## src/hw/rtl/frame_diff_motion_row_mask_unit_macros.svh

```systemverilog
// Assertion helpers; they expect clk and arst_n in scope.
`ifndef FRAME_DIFF_MOTION_ROW_MASK_UNIT_MACROS_SVH
`define FRAME_DIFF_MOTION_ROW_MASK_UNIT_MACROS_SVH

`define FDM_ASSERT_NOW(label, a, c, msg) \
	label: assert property (@(posedge clk) disable iff (!arst_n) (a) |-> (c)) \
		else $error(msg);

`define FDM_ASSERT_NEXT(label, a, c, msg) \
	label: assert property (@(posedge clk) disable iff (!arst_n) (a) |=> (c)) \
		else $error(msg);

`endif

```

## src/hw/rtl/fdm_pkg.sv

```systemverilog
package fdm_pkg;

	typedef struct packed {
		logic       drain;
		logic [7:0] blue;
		logic [7:0] green;
		logic [7:0] red;
	} pixel_t;

	typedef struct packed {
		logic [7:0] out_blue;
		logic [7:0] out_green;
		logic [7:0] out_red;
		logic       row_end;
		logic       frame_end;
	} result_t;

	typedef struct packed {
		logic pix;
		logic emit;
		logic seen;
		logic bank;
		logic em_bank;
		logic row_end;
		logic frame_end;
	} ctl_t;

	localparam logic [1:0] CFG_FRAME_WIDTH  = 2'd0;
	localparam logic [1:0] CFG_FRAME_HEIGHT = 2'd1;
	localparam logic [1:0] CFG_THRESHOLD    = 2'd2;

	localparam logic [10:0] WIDTH_RESET     = 11'd640;
	localparam logic [9:0]  HEIGHT_RESET    = 10'd480;
	localparam logic [7:0]  THRESHOLD_RESET = 8'd33;

	localparam int QDEPTH = 8;
	localparam int QAW    = $clog2(QDEPTH);
	localparam int QCW    = $clog2(QDEPTH + 1);

	localparam logic [12:0] WEIGHT_R = 13'd4899;
	localparam logic [13:0] WEIGHT_G = 14'd9617;
	localparam logic [10:0] WEIGHT_B = 11'd1868;
	localparam logic [21:0] ROUND    = 22'd8192;

endpackage

```

## src/hw/rtl/fdm_result_queue.sv

```systemverilog
module fdm_result_queue import fdm_pkg::*; (
	input  logic           clk,
	input  logic           arst_n,
	input  logic           push,
	input  result_t        data,
	input  logic           pop,
	output result_t        head,
	output logic           empty,
	output logic [QCW-1:0] count
);

	result_t        mem_q [QDEPTH];
	logic [QAW-1:0] wp_q, rp_q;
	logic [QCW-1:0] cnt_q;
	logic           take_out;

	assign take_out = pop && cnt_q != '0;
	assign empty    = cnt_q == '0;
	assign head     = mem_q[rp_q];
	assign count    = cnt_q;

	always_ff @(posedge clk or negedge arst_n) begin
		if (!arst_n) begin
			wp_q  <= '0;
			rp_q  <= '0;
			cnt_q <= '0;
		end else begin
			if (push) begin
				wp_q <= wp_q + 1'b1;
			end
			if (take_out) begin
				rp_q <= rp_q + 1'b1;
			end
			cnt_q <= cnt_q + QCW'(push) - QCW'(take_out);
		end
	end

	always_ff @(posedge clk) begin
		if (push) begin
			mem_q[wp_q] <= data;
		end
	end

endmodule
```

## config.mk

```make
export PLATFORM = sky130hd
export DESIGN_NAME = fdm_result_queue
export DESIGN_NICKNAME = d
export VERILOG_FILES = /design/src/hw/rtl/frame_diff_motion_row_mask_unit_macros.svh /design/src/hw/rtl/fdm_pkg.sv /design/src/hw/rtl/fdm_result_queue.sv
export SDC_FILE = /design/constraint.sdc
export NUM_CORES = 1
export LEC_CHECK = 0
export BUFFER_PORTS_ARGS = -buffer_cell sky130_fd_sc_hd__buf_2
export CAP_MARGIN = 25
export CELL_PAD_IN_SITES_DETAIL_PLACEMENT = 1
export CELL_PAD_IN_SITES_GLOBAL_PLACEMENT = 1
export CORE_ASPECT_RATIO = 0.75
export CORE_MARGIN = 2
export CORE_UTILIZATION = 57
export DETAILED_ROUTE_END_ITERATION = 10
export GPL_TIMING_DRIVEN = 0
export PLACE_DENSITY_LB_ADDON = 0.1
export SETUP_SLACK_MARGIN = 0.5
export SLEW_MARGIN = 40
export SYNTH_ARGS = -nofsm -noshare
export SYNTH_HDL_FRONTEND = slang
export SYNTH_SLANG_ARGS = --single-unit
```

## constraint.sdc

```tcl
create_clock -name clk -period 5.23 [get_ports clk]
set_input_delay 0 -clock clk [delete_from_list [all_inputs] [get_ports clk]]
set_output_delay 0 -clock clk [all_outputs]
set_load 0.01 [all_outputs]
```

# Yosys cells after proc, flatten, opt, wreduce, memory -nomap -nowiden
# Memory sizes are Yosys's and may differ from the RTL's.
# Cells that the tools add are included.
[totals]
in_bits = 30
mem_count = 1
word_cells = 13
out_inout_bits = 31
ramBits = 208
reg_bits = 10
[op_classes]
reduce_logical = 3
add_sub_neg = 4
muxes = 2
[mem_list]
columns = ["name", "words", "width", "read_ports", "rd_clocked_by_memory_dff", "write_ports", "line", "rtl"]
rows = [
  ["mem_q", 8, 26, 1, 0, 1, "fdm_result_queue.sv:12", "result_t mem_q [QDEPTH];"],
]
[op_table]
columns = ["op", "count"]
rows = [
  ["adder 3 x 1 -> 3 bit (second input constant)", 2],
  ["adder 4 x 1 -> 4 bit", 1],
  ["zero test 4 bit", 1],
  ["nonzero test 4 bit", 1],
  ["subtractor 4 x 1 -> 4 bit", 1],
  ["2-to-1 mux 1 bit", 2],
  ["logical AND 1 bit", 1],
]

# Longest topological paths before layout
# Gate-level depths: netlist (run 1).
[depth]
ltp_word = 3
ltp_mapped = 11

# Least setup slack after synthesis (run 1)
# OpenSTA, ideal clock, no wires.
[synth_timing]
kind = "reg2reg"
from = "reg wp_q[1]"
to = "mem mem_q[0][0] in the netlist's numbering (enable)"
t_required_ns = 4.788
path_buffers = 0
period_less_slack_ns = 2.819
stages_incl_launch_ff = 3
setup_time_ns = 0.442
slack_ns = 2.411
arrival_time_ns = 2.377
cell_sequence = "dfrtp_1 > nand2b_1 > nor3_1"
[synth_lines]
columns = ["element", "line", "rtl"]
rows = [
  ["from (decl)", "fdm_result_queue.sv:13", "logic [QAW-1:0] wp_q, rp_q;"],
  ["from (signal assigned)", "fdm_result_queue.sv:29", "wp_q <= wp_q + 1'b1;"],
  ["to (decl)", "fdm_result_queue.sv:12", ""],
]
# Straight into the memory's write port.

# Final worst setup path (run 1)
[layout_timing]
from = "reg cnt_q[2], in the netlist count[2]"
to = "reg cnt_q[2], in the netlist count[2]"
[layout_between]
elab_chain_cells = 3
elab_cells_between_ends = 4
classes_between = "2 x add/sub; 2 x reduce/logical"
[layout_rtl]
columns = ["element", "line", "rtl"]
rows = [
  ["from (decl)", "fdm_result_queue.sv:14", "logic [QCW-1:0] cnt_q;"],
  ["from (signal assigned)", "fdm_result_queue.sv:34", "cnt_q <= cnt_q + QCW'(push) - QCW'(take_out);"],
  ["nonzero test 4 bit", "fdm_result_queue.sv:17", "assign take_out = pop && cnt_q != '0;"],
  ["logical AND 1 bit", "fdm_result_queue.sv:17", ""],
  ["net take_out", "fdm_result_queue.sv:15", "logic take_out;"],
  ["subtractor 4 x 1 -> 4 bit", "fdm_result_queue.sv:34", ""],
]
# The timed path passes the listed nets, and every way through them passes these cells.
# A chain may end at the register's enable or synchronous reset.

==> metrics, run 1 <==
Critical Path Fanout Max=3; Core Rows=38; skew final=0.00939 ns; min Tclk post-route=2.59 ns; Post-Syn Instances=356; area leader, netlist=edfxtp_1; # H-tree levels=1; Seq/Total Area, Yosys=75.8%; CTS Buf Count=21; Rel. slew slack=48.9%; Yosys Warn Count=0; synthesized area per cell=24.1 sq um; share of cells above drive strength 1=29.5%; overall routing resource usage=23.8%; routability congestion estimate=0.688; Final nets=525; area of the multi-input gates=1990 sq um; first-pass GRT wire length=27.3 mm; critical path startpoint category=register; via count=4102; Die Footprint=16000 sq um; Initial Util=58.7%; Worst VDD drop=0.328 mV; HP Class=in2reg; most common cell in the netlist=edfxtp_1; Critical R2R Launch=count[2]; CTS clk-pin slew, worst paths=0.06 ns; clk sink count=218; Critical path origin=count[2]; final hold violations=0; die height=110 um; total global routing overflow=0; IO Count=61; hold worst-path end=mem_q[5][10]; kind of critical path=reg2reg; WL/cell=25.9 um; fillers=1142; Final ANT Viol Nets=0; Max Slew Vio Count=0; worst path arrival time=2.97 ns; Max-Cap Viols=0; layout overhead on the synthesized area=20.7%; crit share post-route=49.5%; P per Cell Area=536 nW/um^2; PortBufs=60; critical path required time=5.61 ns; Worst Tran Pin Value=0.766 ns; Die Width=146 um; reg2reg setup slack=2.64 ns; detailed placement HPWL=11.3 mm; f_max=0.386 GHz; Seq cells post-synth=218; DRT Pass-1 Iters=5; Clock Root Buffer=clkbuf_16; # setup viols final=0; R2R cell count=11; number of synthesized flops with an enable pin=208; main area contributors after synthesis=edfxtp_1 (73%), mux4_1 (16%), mux2_2 (3.7%); DR iter-0 viols=236; Syn Std Cell Area=8570 sq um; vias in the first global route=4400; CORE AREA=14600 sq um; ys async rst share=4.59%; Max clock buf depth=3; CTS tree=done; routed wire length=18.2 mm; ys flop type=edfxtp_1; FF/Latch Area=6500 sq um; hold_sp=data[10]; clk_lat worst skew=0.49 ns; Final Core Density=70.9%; post-synth top area share=72.9%; DR vias/cell=5.84; final setup TNS=0 ns; largest net degree at the start of global routing=16; detailed-route DRC error count=0; Reg-to-Reg End=count[2]; Syn Nets=394; worst hold stages=2; outcome=complete, no violations; RSZ-0062 raised after global routing=false; initial antenna violation count=1; Commonest cells post-synth=edfxtp_1 (208), mux4_1 (52), mux2_2 (28); Leak=3.68 nW; number of distinct library cells after synthesis=20; Worst Setup End Kind=register
==> metal layers <==
metal	GRT usage, %	up-vias	wire length [um]
met2	39.7	118	8930
met1	33.7	2158	8100
met5	0	-	0
met3	3.79	33	772
li1	-	1793	-
met4	6.58	0	396
==> state kept, by name (all words and copies together), names as in the netlist <==
signal and flops:
count 4, mem_q 208, wp_q 3, rp_q 3
==> how the worst max path moves through the flow <==
stage | end | slack (ns)
floorplan | mem_q[0][0] | 2.41
global placement | mem_q[0][10] | 0.60
detailed placement | count[2] | 2.79
CTS | count[1] | 2.64
global route | count[2] | 2.53
finish | count[2] | 2.64
==> report_power, final <==
| group | switching (mW) | internal, mW |
|---|---|---|
| combinational | 0.934 | 0.872 |
| clock | 0.614 | 0.834 |
| sequential | 0.0888 | 2.20 |
| total | 1.64 | 3.91 |
==> cell families (layout without fill, tap and decap cells) <==
family          after synthesis  after routing  synth area share [%]
xor+xnor                      6              6                 0.613
flops                       218            218                  75.8
buf+inv                      24            169                  1.61
other cells                   0              1                     0
simple gates                 18             18                 0.978
mux                          80             80                  19.6
compound gates                2              2                 0.146
fa+ha+maj                     8              8                  1.26
==> per-stage QoR <==
step / setup WS [ns] / instances / total power, mW / area, sq um / hold WS [ns]
6_report: 2.64 / 702 / 5.55 / 10300 / 0.317
3_5_place_dp: 2.79 / 634 / 4.11 / 9400 / -0.117
5_1_grt: 2.53 / 702 / 5.79 / 10300 / 0.329
2_1_floorplan: 2.41 / 356 / 3.42 / 8570 / -0.296
3_3_place_gp: 0.600 / 616 / 3.95 / 9120 / -0.125
4_1_cts: 2.64 / 701 / 5.61 / 10300 / 0.295
==> cells in the final DEF, fill, tap and decap left out, types with 4 or more instances in the layout <==
| cell | count |
|---|---|
| nand2b_1 | 4 |
| nand2_1 | 4 |
| buf_2 | 66 |
| clkbuf_1 | 11 |
| buf_6 | 6 |
| dfrtp_1 | 10 |
| nor2_4 | 6 |
| ha_1 | 7 |
| buf_8 | 5 |
| mux2_2 | 28 |
| clkbuf_16 | 21 |
| clkinv_1 | 6 |
| edfxtp_1 | 208 |
| inv_1 | 9 |
| buf_4 | 6 |
| dlygate4sd3_1 | 30 |
| mux4_1 | 52 |
==> critical path: stages, from the launching register on <==
cell and delay, ns:
dfrtp_1 0.38, inv_1 0.09, ha_1 0.14, nor3b_1 0.40
nand2b_1 0.26, inv_1 0.07, ha_1 0.28, inv_1 0.07
ha_1 0.16, inv_1 0.07, fa_1 0.41, xnor2_1 0.14
==> final cells by class <==
| cell class | instances | area share [%] |
|---|---|---|
| Sequential cell | 218 | 62.8 |
| Multi-Input combinational cell | 114 | 19.3 |
| Timing Repair Buffer | 108 | 7.96 |
| Tap cell | 200 | 2.42 |
| Clock inverter | 11 | 0.943 |
| Inverter | 9 | 0.327 |
| Buffer | 15 | 1.00 |
| Clock buffer | 26 | 5.26 |
| Antenna cell | 1 | 0.0242 |
==> repair_timing <==
action,in CTS,in global routing
setup buffers,0,0
hold endpoints to repair,225,0
hold buffers,30,0
resized for setup,0,0
Power figures use the tool's default switching activity.
==> inputs of run 2 (changes only) <==
CORE_UTILIZATION = 53   (was 57)
clock period = 2.4 ns   (was 5.23 ns; I/O delays follow)
==> metrics, run 2 (synthesis results as in run 1) <==
R2R cell count=11 (unchanged); CTS tree=done; Ant. Diodes=0 (-1); Core Rows=40 (+5.3%); # setup viols final=0 (unchanged); final cell count without fillers=729 (+3.8%); Crit. path cell count=5 (-6); Clock Root Buffer=clkbuf_16; commonest cells after routing, fill and taps aside=edfxtp_1 (208), mux4_2 (51), buf_2 (40), dlygate4sd3_1 (30); hold_sp=data[8]; via count=4138 (+0.88%); HP Class=in2reg; PortBufs=60 (unchanged); Area after DPL=9450 sq um (+0.57%); placed cells=638 (+0.63%); Worst VDD drop=0.828 mV (+150%); detailed placement HPWL=10.8 mm (-4.0%); share of cells above drive strength 1=46.4% (+17 points); Critical Path Fanout Max=8 (+5); fillers=1250 (+9.5%); worst hold stages=2 (unchanged); # H-tree levels=1 (unchanged); hold worst-path end=mem_q[0][8]; Initial Util=53.9% (-4.9 points); largest net degree at the start of global routing=16 (unchanged); slowest CP cell=mux4_2; overall routing resource usage=21.0% (-2.8 points); fin area=10800 sq um (+4.7%); total global routing overflow=0 (unchanged); critical path's top delay family=multiplexers; post-layout worst setup margin=0.178 ns (-2.46 ns); skew final=0.0171 ns (+0.00767 ns); CP dominant cell by count=buf_12; DR iter-0 viols=266 (+13%); layout overhead on the synthesized area=26.3%; max reg flops=208 (unchanged); most common cell after layout, fill and taps aside=edfxtp_1; Final ANT Viol Nets=0 (unchanged); crit share post-route=92.6%; routed wire length=18.8 mm (+3.4%); largest reg by FF count=mem_q; CORE AREA=15900 sq um (+9.0%); detailed-route DRC error count=0 (unchanged); CTS clk-pin slew, worst paths=0.06 ns (about the same); Critical path origin=rp_q[0]; IO Count=61 (unchanged); Max clock buf depth=3 (unchanged); min Tclk post-route=2.22 ns; DRT Pass-1 Iters=4 (-1); WL/cell=25.8 um (-0.43%); CTS Buf Count=22 (+4.8%); critical path required time=2.40 ns (-3.21 ns); clk sink count=218 (unchanged); RSZ-0062 raised after global routing=true; final setup TNS=0 ns (unchanged); critical path startpoint category=register; f_max=0.450 GHz; Worst Path Buf+Inv=3 (-1); slowest stage delay, CP=0.52 ns (+0.11 ns); reg2reg setup slack=0.34 ns (-2.30 ns); kind of critical path=reg2out; Reg-to-Reg End=count[1]; first-pass GRT wire length=26.0 mm (-4.8%); vias in the first global route=4340 (-1.4%); Critical R2R Launch=count[2]; Die Width=151 um (+3.6%); worst path arrival time=2.22 ns (-0.75 ns); initial antenna violation count=0 (-1); routability congestion estimate=0.686 (-0.29%); DR vias/cell=5.68 (-2.9%); Final nets=543 (+3.4%); die height=114 um (+3.6%); Worst Tran Pin Value=0.573 ns (-0.193 ns); Die Footprint=17200 sq um (+7.3%); outcome=complete, no violations; final hold violations=0 (unchanged); Leak=3.78 nW (+2.7%); Worst Setup End Kind=output pin; Max Slew Vio Count=0 (unchanged); pre-CTS WS=0.274 ns (-2.52 ns); Max-Cap Viols=0 (unchanged); cells along the critical path=buf_12 -> buf_12 -> mux4_2 -> mux2_2 -> buf_6; clk_lat worst skew=0.50 ns (about the same); P per Cell Area=1260 nW/um^2 (+140%); Rel. slew slack=61.7% (+13 points)
[run 2: changes by cell type in the layout (fill, tap and decap cells not counted), sizes merged]
cell | before | now
clkinv | 9 | 11
diode | 1 | 0
inv | 9 | 10
buf | 87 | 103
bufinv | 2 | 1
[run 2: repair_timing]
action                     CTS  global route
cloned                       0             6
buffers inserted             6            11
gates resized for setup     27            98
setup endpoints to repair   29            72
hold buffers                30             0
pin swaps                    3             8
hold endpoints to repair   225             0
[run 2: cell type report]
cell class | count | area, sq um | area share, %
Buffer | 15 | 178 | 1.64
Sequential cell | 218 | 6500 | 60.0
Clock inverter | 13 | 85.1 | 0.786
Clock buffer | 25 | 583 | 5.38
Tap cell | 210 | 263 | 2.43
Inverter | 9 | 36.3 | 0.335
Multi-Input combinational cell | 114 | 1940 | 17.9
Timing Repair Buffer | 125 | 1250 | 11.5
[run 2: stage by stage]
| stage | total power, mW | utilization (%) | hold WS [ns] |
|---|---|---|---|
| 3_3_place_gp | 8.72 | 57.8 | -0.124 |
| 6_report | 13.7 | 68.1 | 0.309 |
| 2_1_floorplan | 7.54 | - | -0.296 |
| 3_5_place_dp | 9.07 | 59.4 | -0.121 |
| 4_1_cts | 12.5 | 66.2 | 0.292 |
| 5_1_grt | 14.3 | 68.1 | 0.331 |
[run 2: worst max path at each step]
| stage | to | slack [ns] |
|---|---|---|
| after detailed placement | count[1] | 0.27 |
| after global placement | mem_q[6][8] | -0.86 |
| after CTS | head[13] | 0.16 |
| final | head[12] | 0.18 |
| after global routing | head[13] | 0.12 |
| after floorplan | count[1] | 0.25 |
[run 2: routing by layer]
| layer | global-route usage [%] | routed length [um] | vias up |
|---|---|---|---|
| met5 | 0 | 0 | - |
| met3 | 3.27 | 978 | 18 |
| met4 | 4.24 | 238 | 0 |
| met2 | 34.8 | 9310 | 131 |
| li1 | - | - | 1785 |
| met1 | 30.4 | 8290 | 2204 |
[run 2: where the power goes]
| part | total (mW) | leakage, nW | switching, mW | internal [mW] |
|---|---|---|---|---|
| logic | 5.44 | 1.45 | 2.41 | 3.03 |
| registers | 5.06 | 2.01 | 0.250 | 4.81 |
| clock network | 3.19 | 0.331 | 1.35 | 1.84 |
==> inputs of run 3 (changes only) <==
BUFFER_PORTS_ARGS = -buffer_cell sky130_fd_sc_hd__buf_4   (was -buffer_cell sky130_fd_sc_hd__buf_2)
SKIP_LAST_GASP = 1   (was unset)
==> metrics, run 3 (synthesis results as in run 1) <==
Die Width=151 um (unchanged); largest net degree at the start of global routing=16 (unchanged); sequential share of power=38.5% (+1.6 points); IO Count=61 (unchanged); skew final=0.0141 ns (-0.00300 ns); Crit. path cell count=5 (unchanged); crit share post-route=96.5% (+3.9 points); DR vias/cell=5.71 (+0.56%); # H-tree levels=1 (unchanged); DR iter-0 viols=266 (unchanged); initial antenna violation count=0 (unchanged); HP Class=in2reg; Initial Util=53.9% (unchanged); die height=114 um (unchanged); # setup viols final=0 (unchanged); R2R cell count=11 (unchanged); CP dominant cell by count=buf_12; Final nets=547 (+0.74%); Rel. slew slack=61.7% (about the same); min Tclk post-route=2.32 ns (+0.0928 ns); Max Slew Vio Count=0 (unchanged); max reg flops=208 (unchanged); CTS Buf Count=21 (-4.5%); Worst VDD drop=0.626 mV (-24%); outcome=complete, no violations; Worst Setup End Kind=output pin; CTS clk-pin slew, worst paths=0.06 ns (about the same); worst path arrival time=2.32 ns (+0.10 ns); commonest cells after routing, fill and taps aside=edfxtp_1 (208), buf_4 (71), mux4_1 (32), dlygate4sd3_1 (30), clkbuf_16 (21); Ant. Diodes=0 (unchanged); most common cell after layout, fill and taps aside=edfxtp_1; clk sink count=218 (unchanged); WL/cell=26.8 um (+3.7%); Final ANT Viol Nets=0 (unchanged); Worst Path Buf+Inv=3 (unchanged); Critical Path Fanout Max=10 (+2); critical path required time=2.40 ns (about the same); fillers=1246 (-0.32%); Combinational Power Share=39.3% (-0.4 points); kind of critical path=reg2out; routed wire length=19.5 mm (+3.8%); internal power=9.25 mW (-4.4%); PortBufs=60 (unchanged); critical path's top delay family=multiplexers; P per Cell Area=1210 nW/um^2 (-4.5%); Core Rows=40 (unchanged); via count=4167 (+0.70%); Leak=3.87 nW (+2.3%); total global routing overflow=0 (unchanged); fin area=10900 sq um (+0.62%); Sw Ratio=29.6% (+0.30 points); slowest stage delay, CP=0.61 ns (+0.09 ns); f_max=0.432 GHz (-4.0%); slowest CP cell=mux4_1; detailed placement HPWL=11.0 mm (+1.4%); Hold Slack=0.277 ns (-0.0324 ns); Worst Tran Pin Value=0.574 ns (+0.000489 ns); DRT Pass-1 Iters=4 (unchanged); Max clock buf depth=3 (unchanged); Die Footprint=17200 sq um (unchanged); layout overhead on the synthesized area=27.1%; routability congestion estimate=0.708 (+3.3%); Clock Root Buffer=clkbuf_16; overall routing resource usage=22.6% (+1.6 points); final hold violations=0 (unchanged); clk_lat worst skew=0.50 ns (about the same); CORE AREA=15900 sq um (unchanged); share of cells above drive strength 1=40.2% (-6.2 points); first-pass GRT wire length=27.9 mm (+7.3%); RSZ-0062 raised after global routing=true; net switching power=3.90 mW (-3.0%); largest reg by FF count=mem_q; critical path startpoint category=register; vias in the first global route=4511 (+3.9%); Clock Power Share=22.2% (-1.1 points); Max-Cap Viols=0 (unchanged); CTS tree=done; detailed-route DRC error count=0 (unchanged); cells along the critical path=buf_12 -> buf_12 -> mux4_1 -> mux2_2 -> buf_4; Area after DPL=9630 sq um (+1.8%); worst hold stages=2 (unchanged)
run 3: changes by cell type in the layout (fill, tap and decap cells not counted), moves of 3 or more:
cell	previous run	this run
buf_12	8	11
buf_2	40	3
buf_4	19	71
buf_6	29	16
clkbuf_1	2	9
clkbuf_16	29	21
clkbuf_4	0	5
clkinv_1	7	2
clkinv_2	4	1
mux2_2	15	18
mux2_4	13	10
mux4_1	1	32
mux4_2	51	20
run 3: cell type report:
class                   count  area (sq um)  share of cell area [%]
clock buffers              30           559                    5.13
multi-input cells         114          2040                    18.7
inverters                   9          41.3                   0.379
well taps                 210           263                    2.41
flip-flops and latches    218          6500                    59.6
clock inverters             4          21.3                   0.195
plain buffers              15           178                    1.63
repair buffers            130          1300                    11.9
run 3: worst paths after layout:
kind                          start           to  slack [ns]
max                         rp_q[0]     head[24]        0.08
min                         data[8]  mem_q[4][8]        0.28
max reg2reg                count[2]     count[1]        0.31
min reg2reg                 wp_q[1]      wp_q[1]        0.61
max in group asynchronous    arst_n      rp_q[2]        1.46
min in group asynchronous    arst_n     count[0]        0.60
run 3: per-stage QoR:
stage | setup slack, ns | util, % | cells | setup TNS (ns) | power (mW)
global placement | -0.870 | 58.8 | 626 | -99.86 | 8.98
global route | 0.0341 | 68.5 | 730 | 0 | 13.7
floorplan | 0.248 | - | 356 | 0 | 7.54
finish | 0.0849 | 68.5 | 730 | 0 | 13.2
detailed placement | 0.247 | 60.5 | 639 | 0 | 9.34
CTS | 0.145 | 67.5 | 715 | 0 | 13.0
run 3: metal layers:
layer | vias up | global-route usage [%] | routed length, um
met1 | 2222 | 32.1 | 8540
met3 | 28 | 3.63 | 748
met5 | - | 0 | 0
li1 | 1815 | - | -
met2 | 102 | 37.8 | 9910
met4 | 0 | 5.30 | 330
run 3: what timing repair did:
| item | CTS | global route |
|---|---|---|
| hold buffers | 30 | 0 |
| endpoints found under the setup margin | 29 | 107 |
| gates cloned | 1 | 0 |
| pin swaps | 4 | 9 |
| resized for setup | 62 | 14 |
| hold endpoints to repair | 224 | 0 |
| setup buffers | 11 | 15 |
run 3: power groups by stage:
stage          Combinational [mW]  Clock (mW)  Sequential (mW)
2_1_floorplan                2.50           0             5.04
3_3_place_gp                 3.92           0             5.06
3_5_place_dp                 4.24           0             5.09
4_1_cts                      4.97        2.95             5.04
5_1_grt                      5.49        3.12             5.10
6_report                     5.17        2.92             5.06
