==> config.mk <==
export PLATFORM = sky130hd
export DESIGN_NAME = fdm_front
export DESIGN_NICKNAME = d
export VERILOG_FILES = /design/src/hw/rtl/frame_diff_motion_row_mask_unit_macros.svh /design/src/hw/rtl/fdm_pkg.sv /design/src/hw/rtl/fdm_front.sv
export SDC_FILE = /design/constraint.sdc
export NUM_CORES = 1
export LEC_CHECK = 0
export BUFFER_PORTS_ARGS = -buffer_cell sky130_fd_sc_hd__buf_2
export CAP_MARGIN = 0
export CORE_ASPECT_RATIO = 1.2
export CORE_UTILIZATION = 36
export DETAILED_ROUTE_END_ITERATION = 10
export GPL_TIMING_DRIVEN = 0
export SLEW_MARGIN = 15
export SYNTH_ARGS = -nofsm -noshare
export SYNTH_HDL_FRONTEND = slang
export SYNTH_SLANG_ARGS = --single-unit
export TNS_END_PERCENT = 100
==> constraint.sdc <==
create_clock -name clk -period 2.25 [get_ports clk]
set_clock_uncertainty 0.2 [all_clocks]
set_input_delay 0.225 -clock clk [delete_from_list [all_inputs] [get_ports clk]]
set_output_delay 0.225 -clock clk [all_outputs]
set_load 0.1 [all_outputs]
==> src/hw/rtl/frame_diff_motion_row_mask_unit_macros.svh <==
// Assertion helpers; they expect clk and arst_n in scope.
`ifndef FRAME_DIFF_MOTION_ROW_MASK_UNIT_MACROS_SVH
`define FRAME_DIFF_MOTION_ROW_MASK_UNIT_MACROS_SVH

`define FDM_ASSERT_NOW(label, a, c, msg) \
	label: assert property (@(posedge clk) disable iff (!arst_n) (a) |-> (c)) \
		else $error(msg);

`define FDM_ASSERT_NEXT(label, a, c, msg) \
	label: assert property (@(posedge clk) disable iff (!arst_n) (a) |=> (c)) \
		else $error(msg);

`endif

==> src/hw/rtl/fdm_pkg.sv <==
package fdm_pkg;

	typedef struct packed {
		logic       drain;
		logic [7:0] blue;
		logic [7:0] green;
		logic [7:0] red;
	} pixel_t;

	typedef struct packed {
		logic [7:0] out_blue;
		logic [7:0] out_green;
		logic [7:0] out_red;
		logic       row_end;
		logic       frame_end;
	} result_t;

	typedef struct packed {
		logic pix;
		logic emit;
		logic seen;
		logic bank;
		logic em_bank;
		logic row_end;
		logic frame_end;
	} ctl_t;

	localparam logic [1:0] CFG_FRAME_WIDTH  = 2'd0;
	localparam logic [1:0] CFG_FRAME_HEIGHT = 2'd1;
	localparam logic [1:0] CFG_THRESHOLD    = 2'd2;

	localparam logic [10:0] WIDTH_RESET     = 11'd640;
	localparam logic [9:0]  HEIGHT_RESET    = 10'd480;
	localparam logic [7:0]  THRESHOLD_RESET = 8'd33;

	localparam int QDEPTH = 8;
	localparam int QAW    = $clog2(QDEPTH);
	localparam int QCW    = $clog2(QDEPTH + 1);

	localparam logic [12:0] WEIGHT_R = 13'd4899;
	localparam logic [13:0] WEIGHT_G = 14'd9617;
	localparam logic [10:0] WEIGHT_B = 11'd1868;
	localparam logic [21:0] ROUND    = 22'd8192;

endpackage

==> src/hw/rtl/fdm_front.sv <==
module fdm_front import fdm_pkg::*; #(
	parameter int MAX_WIDTH  = 1024,
	parameter int MAX_HEIGHT = 512,
	localparam int CW = $clog2(MAX_WIDTH),
	localparam int RW = $clog2(MAX_HEIGHT)
) (
	input  logic          clk,
	input  logic          arst_n,
	input  logic          take,
	input  pixel_t        item,
	input  logic [CW-1:0] wlast,
	input  logic [RW-1:0] hlast,
	output ctl_t          ctl,
	output logic [CW-1:0] col,
	output logic [CW-1:0] em_col,
	output logic [RW+CW-1:0] addr
);

	logic [CW-1:0] ic_q, oc_q;
	logic [RW-1:0] ir_q, pidx_q, row;
	logic          pend_q, bank_q, seen_q;
	logic          end_row, last_col;

	assign end_row  = ic_q >= wlast;
	assign last_col = oc_q >= wlast;
	assign col      = end_row ? wlast : ic_q;
	assign row      = (ir_q >= hlast) ? hlast : ir_q;
	assign addr     = {row, col};
	assign em_col   = oc_q;

	always_comb begin
		ctl.pix       = ~item.drain;
		ctl.emit      = pend_q;
		ctl.seen      = seen_q;
		ctl.bank      = bank_q;
		ctl.em_bank   = ~bank_q;
		ctl.row_end   = last_col;
		ctl.frame_end = last_col && (pidx_q >= hlast);
	end

	always_ff @(posedge clk or negedge arst_n) begin
		if (!arst_n) begin
			ic_q   <= '0;
			ir_q   <= '0;
			oc_q   <= '0;
			pidx_q <= '0;
			pend_q <= 1'b0;
			bank_q <= 1'b0;
			seen_q <= 1'b0;
		end else if (take) begin
			if (pend_q) begin
				if (last_col) begin
					pend_q <= 1'b0;
					oc_q   <= '0;
				end else begin
					oc_q <= oc_q + 1'b1;
				end
			end
			if (!item.drain) begin
				if (end_row) begin
					pend_q <= 1'b1;
					pidx_q <= row;
					oc_q   <= '0;
					bank_q <= ~bank_q;
					ic_q   <= '0;
					if (ir_q >= hlast) begin
						ir_q   <= '0;
						seen_q <= 1'b1;
					end else begin
						ir_q <= ir_q + 1'b1;
					end
				end else begin
					ic_q <= ic_q + 1'b1;
				end
			end
		end
	end

endmodule

After elaboration in Yosys (flattened, before gate mapping):

Cells that the tools add are included.

* bits in registers: 41
* bits of input ports: 47
* output and inout bits: 46
* word-level logic and storage cells: 32

* add/sub/neg operators: 3
* $lt $le $gt $ge: 4
* multiplexer cells: 12
* bitwise gates (word level): 2
* reductions and logical operators: 4

Operator list (count)
* two-way mux 10 bit: 6
* adder 10 x 1 -> 10 bit (second input constant): 2
* greater-or-equal comparator 10 bit: 2
* greater-or-equal comparator 9 bit: 2
* two-way mux 9 bit: 2
* adder 9 x 1 -> 9 bit (second input constant): 1
* two-way mux 1 bit: 4
* AND reduction 4 bit: 1
* AND reduction 3 bit: 1
* NOT 1 bit: 2
* AND reduction 2 bit: 1
* logical AND 1 bit: 1

Longest topological paths before layout:

Gate-level depths: netlist of run 1.

* word-level depth: 5
* gate-level depth with buffers: 10
* mapped depth without buffers: 8

Worst setup path before layout of run 1:

No wires, ideal clock.

* path kind: flip-flop to output port
* start point: register ic_q[8]
* end point: output col[1]
* arrival time: 4.342 ns
* data required time: 1.825 ns
* path slack: -2.517 ns
* cell stages (with the launch flop): 8
* cells stage by stage: dfrtp_1 ha_1 nand4_2 o311ai_2 nor2_2 clkbuf_1 o21ai_0 buf_4

* cells in the longest elaborated chain, start to end: 2

Ends and longest elaborated chain
* start: declaration: line fdm_front.sv:19 `logic [CW-1:0] ic_q, oc_q;`
* start signal: assignment: line fdm_front.sv:73 `ic_q <= ic_q + 1'b1;`
* greater-or-equal comparator 10 bit: line fdm_front.sv:24 `assign end_row = ic_q >= wlast;`
* two-way mux 10 bit: line fdm_front.sv:26 `assign col = end_row ? wlast : ic_q;`
* end: declaration: line fdm_front.sv:14 `output logic [CW-1:0] col,`

No other way between the ends.

Final worst setup path of run 1:

* start point: register ic_q[3]
* end point: output col[3]

* cells in the longest elaborated chain, start to end: 2

Ends and longest elaborated chain (line)
* greater-or-equal comparator 10 bit: fdm_front.sv:24
* two-way mux 10 bit *: fdm_front.sv:26

Mark *: on every way between the ends. The rest lies on a longest branch, timed or not.

==> run_results.csv, run 1 <==
group,metric,value,unit
sta,setup_violations,71,
sta,fin_crit_sh,129,%
place,port_buffers,68,
place,hpwl,6190,um
synth,ys_types,55,
detailed_routing,viasPerCell,5.31,
layout,fin_nets,565,
synth,seq_area_frac_synth,31.4,%
sta,slew_headroom,33.2,%
place,place_congestion,0.749,
sta,period_minus_slack,2.91,ns
grt,grt_pass1_vias,3453,
die,core-area,8700,um^2
worst_setup_path,path_delay_family,"simple AND/OR/NAND/NOR gates",
grt,grt_use_total,22.1,%
clock_tree,cts_tree,"built",
synth,synth_top_family_by_area,"compound AO/OA/AOI/OAI gates",
die,io_pins,93,
worst_setup_path,crit_path_start_kind,"register",
worst_setup_path,critPathRequiredTime,1.82,ns
layout,layout-drive-gt1-share,60.5,%
grt,antenna_found_initial,0,
detailed_routing,wirelength,10200,um
worst_setup_path,crit_path_max_incr_delay,0.40,ns
synth,yosys_warnings,0,
worst_setup_path,crit_type,"reg2out",
sta,worst_pin_slew,1.00,ns
die,initial_core_util,37.5,%
power_and_ir_drop,leakagePower,2.65,nW
worst_setup_path,slowest_stage,"dfrtp_1",
worst_setup_path,crit_chain,"ha_1 > a21oi_2 > o21ai_2 > and2b_2 > nor2_4 > buf_6 > nand2_1 > o21ai_4 > buf_12 > buf_12",
die,rows,37,
synth,synthAdderAreaFrac,15.7,%
synth,ys.flop_type,"dfrtp_1",
run,cap_violations,0,
die,die_y,106,um
worst_setup_path,crit_cells,10,
detailed_routing,wl_per_cell,17.1,um
clock_tree,cts_buffer_depth,2,
detailed_routing,ant_nets,0,
power_and_ir_drop,vdd_ir_drop_max,0.781,mV
die,dieArea,9460,um^2
clock_tree,insertion_delay,0.30,ns
synth,synth_compound_area_share,19.6,%
clock_tree,clk_pin_slew,0.09,ns
synth,yosys.area_share.simple,15.9,%
worst_setup_path,endpoint_kind,"primary output",
synth,ys_ff_latch,41,
synth,muxShareOfSynthArea,7.24,%
sta,fin_ws,-0.659,ns
grt,grt-ovfl-total,0,
synth,synth_cells,337,
synth,syn_area,3270,um^2
layout,diodes,0,
grt,grt_pass1_wl,16100,um
clock_tree,numCtsBuffers,5,
status,violations,"negative setup slack",
worst_setup_path,arrival,2.48,ns
detailed_routing,drt_iter0_markers,126,
detailed_routing,firstDrtPassIters,4,
sta,fmax,0.344,GHz
worst_setup_path,r2r_cells,9,
synth,avgSynthCellArea,9.69,um^2
sta,finalHoldViolCount,0,
synth,synthXorXnorAreaFrac,1.88,%
detailed_routing,route.detailed.drc,0,
layout,syn_to_final_growth,75.9,%
hold_path,hold-path-cell-count,3,
synth,synth-edff-count,0,
clock_tree,clock-sinks,41,
place,pre_cts_ws,-0.791,ns
clock_tree,htreeDepth,2,
worst_setup_path,cp_common_cell,"buf_12",
synth,async_reset_ff_share,100,%
sta,rsz0062_at_grt,"yes",
die,dieWidth,89.0,um
power_and_ir_drop,powerDensity,912,nW/um^2
worst_setup_path,crit_buf_inv,3,
grt,grt_start_max_net_pins,42,
clock_tree,cts_root_buf,"clkbuf_8",
worst_setup_path,crit_fanout,6,
hold_path,hp-class,"in2reg",
sta,holdWs,0.128,ns
sta,maxSlewViolCount,0,
synth,synth.net_count,425,
detailed_routing,vias,3159,
layout,nFillCells,688,
status,outcome,"finished, violations left",
## flip-flops by register name (all words and copies together) (netlist names)
name	cells
bank_q	1
em_col	10
ic_q	10
ir_q	9
pend_q	1
pidx_q	9
seen_q	1
## cells by family after synthesis
| logic type | after synthesis |
|---|---|
| multiplexers | 21 |
| XOR/XNOR | 7 |
| AO/OA/AOI/OAI | 84 |
| adder cells (fa/ha/maj) | 41 |
| buffers and inverters | 49 |
| AND/OR/NAND/NOR | 94 |
| flip-flops | 41 |
## area by class of cell
type	count	area, um^2	area share [%]
clock inverter	2	35.0	0.610
tap	117	146	2.55
buffer	22	329	5.73
sequential	41	1060	18.5
multi-input combinational	247	2620	45.6
inverter	27	101	1.76
clock buffer	6	72.6	1.26
timing repair buffer	133	1380	24.0
## metal layers
layer,share of wire (%),GRT usage [%],up-vias
li1,-,-,1496
met1,39,24.4,1556
met2,54,40.8,80
met3,3.2,3.18,27
met4,3.3,9.98,0
met5,0,0,-
## layout by cell type (no fill, tap or decap), drive strengths merged, types with 7 or more instances in the layout
master	netlist	layout
ha	41	41
o21ai	28	28
buf	21	153
a22o	10	10
inv	27	27
nor2	10	10
clkbuf	1	7
nand2	28	28
dfrtp	41	41
nand3	9	9
mux2	21	21
a21oi	13	13
and3	11	11
## metrics by stage
step	util, %	setup TNS, ns	instances	area, um^2	power (W)
3_3_place_gp	49.0	-25.84	522	4260	0.00358
5_1_grt	66.0	-28.74	595	5750	0.00547
2_1_floorplan	-	-12.63	337	3770	0.00324
6_report	66.0	-24.01	595	5750	0.00524
4_1_cts	63.6	-19.19	589	5540	0.00505
3_5_place_dp	49.0	-26.26	522	4260	0.00362
## synthesized netlist by cell type (3+ instances only)
master / number / area [um^2]
a21o_1: 4 / 30.0
and3_1: 9 / 56.3
nor2b_1: 6 / 37.5
nor2_1: 8 / 30.0
inv_1: 26 / 97.6
o21a_1: 6 / 45.0
o21ai_1: 7 / 35.0
o21ai_0: 18 / 90.1
o311ai_1: 4 / 35.0
nand3_1: 9 / 45.0
nor4b_1: 5 / 43.8
xnor2_1: 5 / 43.8
a211o_1: 3 / 26.3
ha_1: 41 / 513
nand2_1: 28 / 105
buf_6: 3 / 33.8
nand4_1: 4 / 25.0
nor3_1: 6 / 30.0
dfrtp_1: 41 / 1030
buf_4: 17 / 128
a211oi_1: 3 / 22.5
nand2b_1: 5 / 31.3
a22o_1: 10 / 87.6
mux2_2: 21 / 236
a21oi_1: 11 / 55.1
## repair_timing
| action | in CTS | in global routing |
|---|---|---|
| cloned | 3 | 1 |
| setup buffers | 59 | 9 |
| hold endpoints to repair | 41 | 0 |
| hold buffers | 1 | 0 |
| gates resized for setup | 176 | 42 |
| pin swaps | 36 | 21 |
| setup endpoints to repair | 71 | 70 |
## power breakdown
group | leakage, nW | internal [W] | total, W | switching [W]
registers | 0.514 | 0.000900 | 0.00105 | 0.000155
logic | 2.08 | 0.00144 | 0.00357 | 0.00213
clock network | 0.0552 | 0.000330 | 0.000616 | 0.000286
total | 2.65 | 0.00267 | 0.00524 | 0.00257
## worst paths after layout
kind	to	slack [ns]	startpoint
worst min-delay path	pidx_q[1]	0.13	hlast[1]
worst max-delay path	col[3]	-0.66	ic_q[3]
worst min register to register	seen_q	0.27	seen_q
worst max register to register	em_col[8]	-0.33	ic_q[3]
min in group asynchronous	ic_q[7]	0.42	arst_n
max in group asynchronous	em_col[0]	0.70	arst_n
## worst register-to-register path: stages (launching register included)
cell,delay [ns]
dfrtp_1,0.40
ha_1,0.34
nand4_1,0.19
buf_4,0.19
o311a_4,0.38
buf_6,0.13
a21oi_4,0.23
buf_6,0.18
nor3_2,0.05
a22o_1,0.18
(Power assumes the default switching activity.)
==> run 2, diff against run 1 <==
SETUP_SLACK_MARGIN = 0.2   (was unset)
SKIP_CTS_REPAIR_TIMING = 1   (was unset)
==> run 2 against run 1 <==
Compared with the run above: the flow still finishes with violations (negative setup slack); die area unchanged; global-route usage decreased by 3.9 points; routed wire length fell by 2.7%; flip-flop and latch count stayed put; hold slack improved by 0.0049 ns; clock power decreased by 15%; combinational power decreased by 8.4%; largest cell class unchanged; largest power group unchanged.
==> run_results.csv, run 2 (synthesis gave the netlist of run 1 again) <==
group,metric,value,unit
layout,fin_nets,549,
grt,grt_pass1_wl,13400,um
sta,maxSlewViolCount,0,
place,port_buffers,68,
sta,fin_ws,-0.606,ns
sta,period_minus_slack,2.86,ns
die,rows,37,
worst_setup_path,crit_path_max_incr_delay,0.46,ns
place,hpwl,6320,um
sta,fin_crit_sh,127,%
layout,post-route-util,65.6,%
grt,grt_start_max_net_pins,42,
layout,fin_area,5710,um^2
status,outcome,"finished, violations left",
place,place_congestion,0.792,
layout,layout-drive-gt1-share,60.0,%
sta,rsz0062_at_grt,"yes",
clock_tree,htreeDepth,2,
grt,grt-ovfl-total,0,
sta,setup_violations,67,
hold_path,hp-class,"in2reg",
layout,layout_common_cells,"42 x buf_12, 37 x buf_2, 36 x buf_4",
worst_setup_path,crit_fanout,10,
clock_tree,cts_buffer_depth,2,
grt,antenna_found_initial,0,
worst_setup_path,path_delay_family,"compound AO/OA/AOI/OAI gates",
layout,diodes,0,
worst_setup_path,arrival,2.43,ns
power_and_ir_drop,leakagePower,2.56,nW
grt,grt_use_total,18.2,%
clock_tree,clock-sinks,41,
die,core-area,8700,um^2
detailed_routing,route.detailed.drc,0,
power_and_ir_drop,vdd_ir_drop_max,0.799,mV
layout,final_common_cell,"buf_12",
detailed_routing,firstDrtPassIters,4,
worst_setup_path,crit_chain,"ha_4 > a211o_1 > o211ai_4 > o311ai_4 > nor2_4 > buf_6 > nand2_1 > o21ai_4 > buf_12 > buf_12",
sta,slew_headroom,34.2,%
place,placed_area,4320,um^2
sta,worst_pin_slew,0.988,ns
clock_tree,cts_root_buf,"clkbuf_8",
worst_setup_path,endpoint_kind,"primary output",
layout,syn_to_final_growth,74.7,%
die,die_y,106,um
power_and_ir_drop,finalPower,0.00488,W
die,initial_core_util,37.5,%
worst_setup_path,crit_type,"reg2out",
worst_setup_path,slowest_stage,"dfrtp_2",
detailed_routing,vias,3082,
clock_tree,numCtsBuffers,5,
sta,fmax,0.350,GHz
worst_setup_path,crit_path_start_kind,"register",
grt,grt_pass1_vias,2788,
die,io_pins,93,
clock_tree,clk_pin_slew,0.08,ns
detailed_routing,viasPerCell,5.32,
power_and_ir_drop,powerDensity,855,nW/um^2
worst_setup_path,crit_buf_inv,3,
detailed_routing,wirelength,9910,um
clock_tree,cts_tree,"built",
layout,nFillCells,695,
worst_setup_path,cp_common_cell,"buf_12",
worst_setup_path,critPathRequiredTime,1.82,ns
detailed_routing,drt_iter0_markers,82,
sta,finalHoldViolCount,0,
die,dieWidth,89.0,um
sta,holdWs,0.133,ns
clock_tree,insertion_delay,0.30,ns
run,cap_violations,0,
status,violations,"negative setup slack",
die,dieArea,9460,um^2
detailed_routing,wl_per_cell,17.1,um
detailed_routing,ant_nets,0,
[run 2: cell count changes in the layout (fill, tap and decap cells not counted), sizes merged]
cell and change:
clkinv -1, clkbuf +4, bufinv -1, buf -18
[run 2: layer usage]
metal,up-vias,share of wire (%),GRT usage (%)
met5,-,0,0
met3,13,3.6,3.03
met2,64,53,32.6
met4,0,1.4,3.63
met1,1540,42,22.8
li1,1465,-,-
[run 2: worst paths after layout]
check,from,to,slack (ns),depth (start not counted)
max,ic_q[7],col[7],-0.61,10
min reg2reg,seen_q,seen_q,0.28,1
min,hlast[6],pidx_q[6],0.13,3
min in group asynchronous,arst_n,ic_q[9],0.43,2
max reg2reg,ic_q[5],pidx_q[2],-0.30,8
max in group asynchronous,arst_n,em_col[4],0.69,2
[run 2: through the flow]
stage	TNS [ns]	worst slack (ns)	instances
after floorplan	-12.71	-0.645	337
after global placement	-25.15	-0.701	522
after detailed placement	-26.21	-0.708	522
after CTS	-36.04	-1.02	530
after global routing	-27.52	-0.692	579
final	-23.08	-0.606	579
[run 2: tightest hold or removal path, cell delays in order]
cell	delay [ns]
buf_2	0.09
mux2_4	0.16
mux2_4	0.13
[run 2: area by class of cell]
| cell class | count | area, um^2 | area share (%) |
|---|---|---|---|
| well taps | 117 | 146 | 2.56 |
| multi-input cells | 247 | 2670 | 46.8 |
| inverters | 27 | 101 | 1.78 |
| plain buffers | 22 | 335 | 5.87 |
| flip-flops and latches | 41 | 1070 | 18.8 |
| repair buffers | 117 | 1290 | 22.6 |
| clock buffers | 8 | 90.1 | 1.58 |
[run 2: where the power goes]
part           switching (W)  total, W  internal [W]  leakage, nW
clock network       0.000274  0.000525      0.000251       0.0455
registers           0.000186   0.00109      0.000904        0.506
logic                0.00201   0.00327       0.00126         2.01
==> run 3, diff against run 2 <==
RECOVER_POWER = 25   (was unset)
==> run 3 against run 2 <==
Compared with the run above: the run still ends with negative setup slack left; combinational power barely moved; highest routed layer unchanged; critical endpoint unchanged; final cell count did not move; register-to-register slack barely moved; first-iteration DRC count did not move; non-clock buffer count did not move.
==> run_results.csv, run 3 (synthesis gave the netlist of run 1 again) <==
group,metric,value,unit
clock_tree,insertion_delay,0.30,ns
worst_setup_path,crit_fanout,10,
die,rows,37,
worst_setup_path,crit_path_start_kind,"register",
worst_setup_path,reg2reg_to,"pidx_q[2]",
grt,grt_use_total,18.2,%
worst_setup_path,worstReg2RegStart,"ic_q[5]",
grt,grt_pass1_wl,13400,um
layout,instances_no_fill,579,
power_and_ir_drop,leakagePower,2.56,nW
clock_tree,clk_pin_slew,0.08,ns
detailed_routing,wirelength,9910,um
layout,layout_common_cells,"42 x buf_12, 36 x buf_4, 31 x buf_2",
detailed_routing,viasPerCell,5.32,
grt,grt_pass1_vias,2788,
detailed_routing,drt_iter0_markers,82,
power_and_ir_drop,pwr-share-seq,22.3,%
clock_tree,cts_buffer_depth,2,
clock_tree,htreeDepth,2,
place,hpwl,6320,um
sta,fmax,0.350,GHz
worst_setup_path,path_delay_family,"compound AO/OA/AOI/OAI gates",
detailed_routing,wl_per_cell,17.1,um
worst_setup_path,arrival,2.43,ns
layout,post-route-util,65.6,%
place,dp_cells,522,
detailed_routing,ant_nets,0,
worst_setup_path,endpoint_kind,"primary output",
layout,final_common_cell,"buf_12",
die,core-area,8700,um^2
sta,worst_pin_slew,1.17,ns
power_and_ir_drop,sw_frac_of_total,50.6,%
hold_path,hold-path-cell-count,3,
worst_setup_path,cp_common_cell,"buf_12",
status,outcome,"finished, violations left",
power_and_ir_drop,clkPwrFrac,10.7,%
die,die_y,106,um
die,dieWidth,89.0,um
layout,layout-drive-gt1-share,59.7,%
die,io_pins,93,
detailed_routing,route.detailed.drc,0,
sta,rsz0062_at_grt,"yes",
grt,grt_start_max_net_pins,42,
sta,finalHoldViolCount,0,
power_and_ir_drop,combPwrFrac,66.9,%
grt,antenna_found_initial,0,
worst_setup_path,r2r_cells,8,
sta,setup_violations,67,
detailed_routing,vias,3081,
sta,period_minus_slack,2.86,ns
worst_setup_path,crit_path_max_incr_delay,0.46,ns
sta,holdWs,0.133,ns
status,violations,"negative setup slack",
place,place_congestion,0.792,
hold_path,min_to,"pidx_q[6]",
power_and_ir_drop,p_switching,0.00247,W
sta,fin_crit_sh,127,%
layout,syn_to_final_growth,74.7,%
worst_setup_path,crit_type,"reg2out",
clock_tree,cts_tree,"built",
power_and_ir_drop,p_int,0.00241,W
sta,fin_tns_setup,-23.08,ns
hold_path,min-delay-start,"hlast[6]",
hold_path,hp-class,"in2reg",
worst_setup_path,r2r_slack,-0.30,ns
die,dieArea,9460,um^2
layout,nFillCells,694,
die,initial_core_util,37.5,%
worst_setup_path,critPathRequiredTime,1.82,ns
power_and_ir_drop,powerDensity,856,nW/um^2
sta,maxSlewViolCount,0,
worst_setup_path,slowest_stage,"dfrtp_2",
sta,fin_ws,-0.606,ns
run,cap_violations,0,
detailed_routing,firstDrtPassIters,4,
clock_tree,clock-sinks,41,
worst_setup_path,crit_buf_inv,3,
grt,grt-ovfl-total,0,
clock_tree,cts_root_buf,"clkbuf_8",
layout,diodes,0,
layout,fin_nets,549,
worst_setup_path,crit_chain,"ha_4 > a211o_1 > o211ai_4 > o311ai_4 > nor2_4 > buf_6 > nand2_1 > o21ai_4 > buf_12 > buf_12",
place,port_buffers,68,
clock_tree,numCtsBuffers,5,
sta,slew_headroom,22.6,%
power_and_ir_drop,vdd_ir_drop_max,0.798,mV
run 3: cell count changes in the layout (fill, tap and decap cells not counted):
cell      change
buf_2         -6
clkbuf_1      +1
clkbuf_2      +5
run 3: worst max-delay path by stage:
stage               startpoint      to  slack, ns  cells past startpoint
floorplan              ic_q[4]  col[1]      -0.64                      7
global placement      wlast[7]  col[4]      -0.70                     12
detailed placement    wlast[7]  col[4]      -0.71                     12
CTS                    ic_q[4]  col[6]      -1.02                      8
global route           ic_q[7]  col[7]      -0.69                     10
finish                 ic_q[7]  col[7]      -0.61                     10
run 3: cell type report:
type / instances / area (um^2) / area share [%]
plain buffers: 22 / 335 / 5.88
multi-input cells: 247 / 2670 / 46.8
flip-flops and latches: 41 / 1070 / 18.8
clock buffers: 8 / 90.1 / 1.58
repair buffers: 117 / 1290 / 22.6
inverters: 27 / 101 / 1.78
well taps: 117 / 146 / 2.57
run 3: through the flow:
step / area (um^2) / total power, W / setup WS (ns)
3_5_place_dp: 4320 / 0.00365 / -0.708
5_1_grt: 5710 / 0.00509 / -0.692
4_1_cts: 4410 / 0.00418 / -1.02
3_3_place_gp: 4320 / 0.00362 / -0.701
2_1_floorplan: 3830 / 0.00328 / -0.645
6_report: 5710 / 0.00488 / -0.606
run 3: power groups by stage:
stage / combinational, W / clock, W / sequential [W]
6_report: 0.00327 / 0.000525 / 0.00109
5_1_grt: 0.00342 / 0.000553 / 0.00111
4_1_cts: 0.00255 / 0.000537 / 0.00110
3_5_place_dp: 0.00254 / 0 / 0.00111
3_3_place_gp: 0.00250 / 0 / 0.00111
2_1_floorplan: 0.00193 / 0 / 0.00134
run 3: metal layers:
metal / vias to the layer above / part of all wire (%) / track usage [%]
li1: 1465 / - / -
met1: 1539 / 42 / 22.8
met2: 64 / 53 / 32.6
met3: 13 / 3.6 / 3.03
met4: 0 / 1.4 / 3.63
met5: - / 0 / 0
run 3: worst min-delay path: stages:
cell and delay, ns:
buf_2 0.09, mux2_4 0.16, mux2_4 0.13
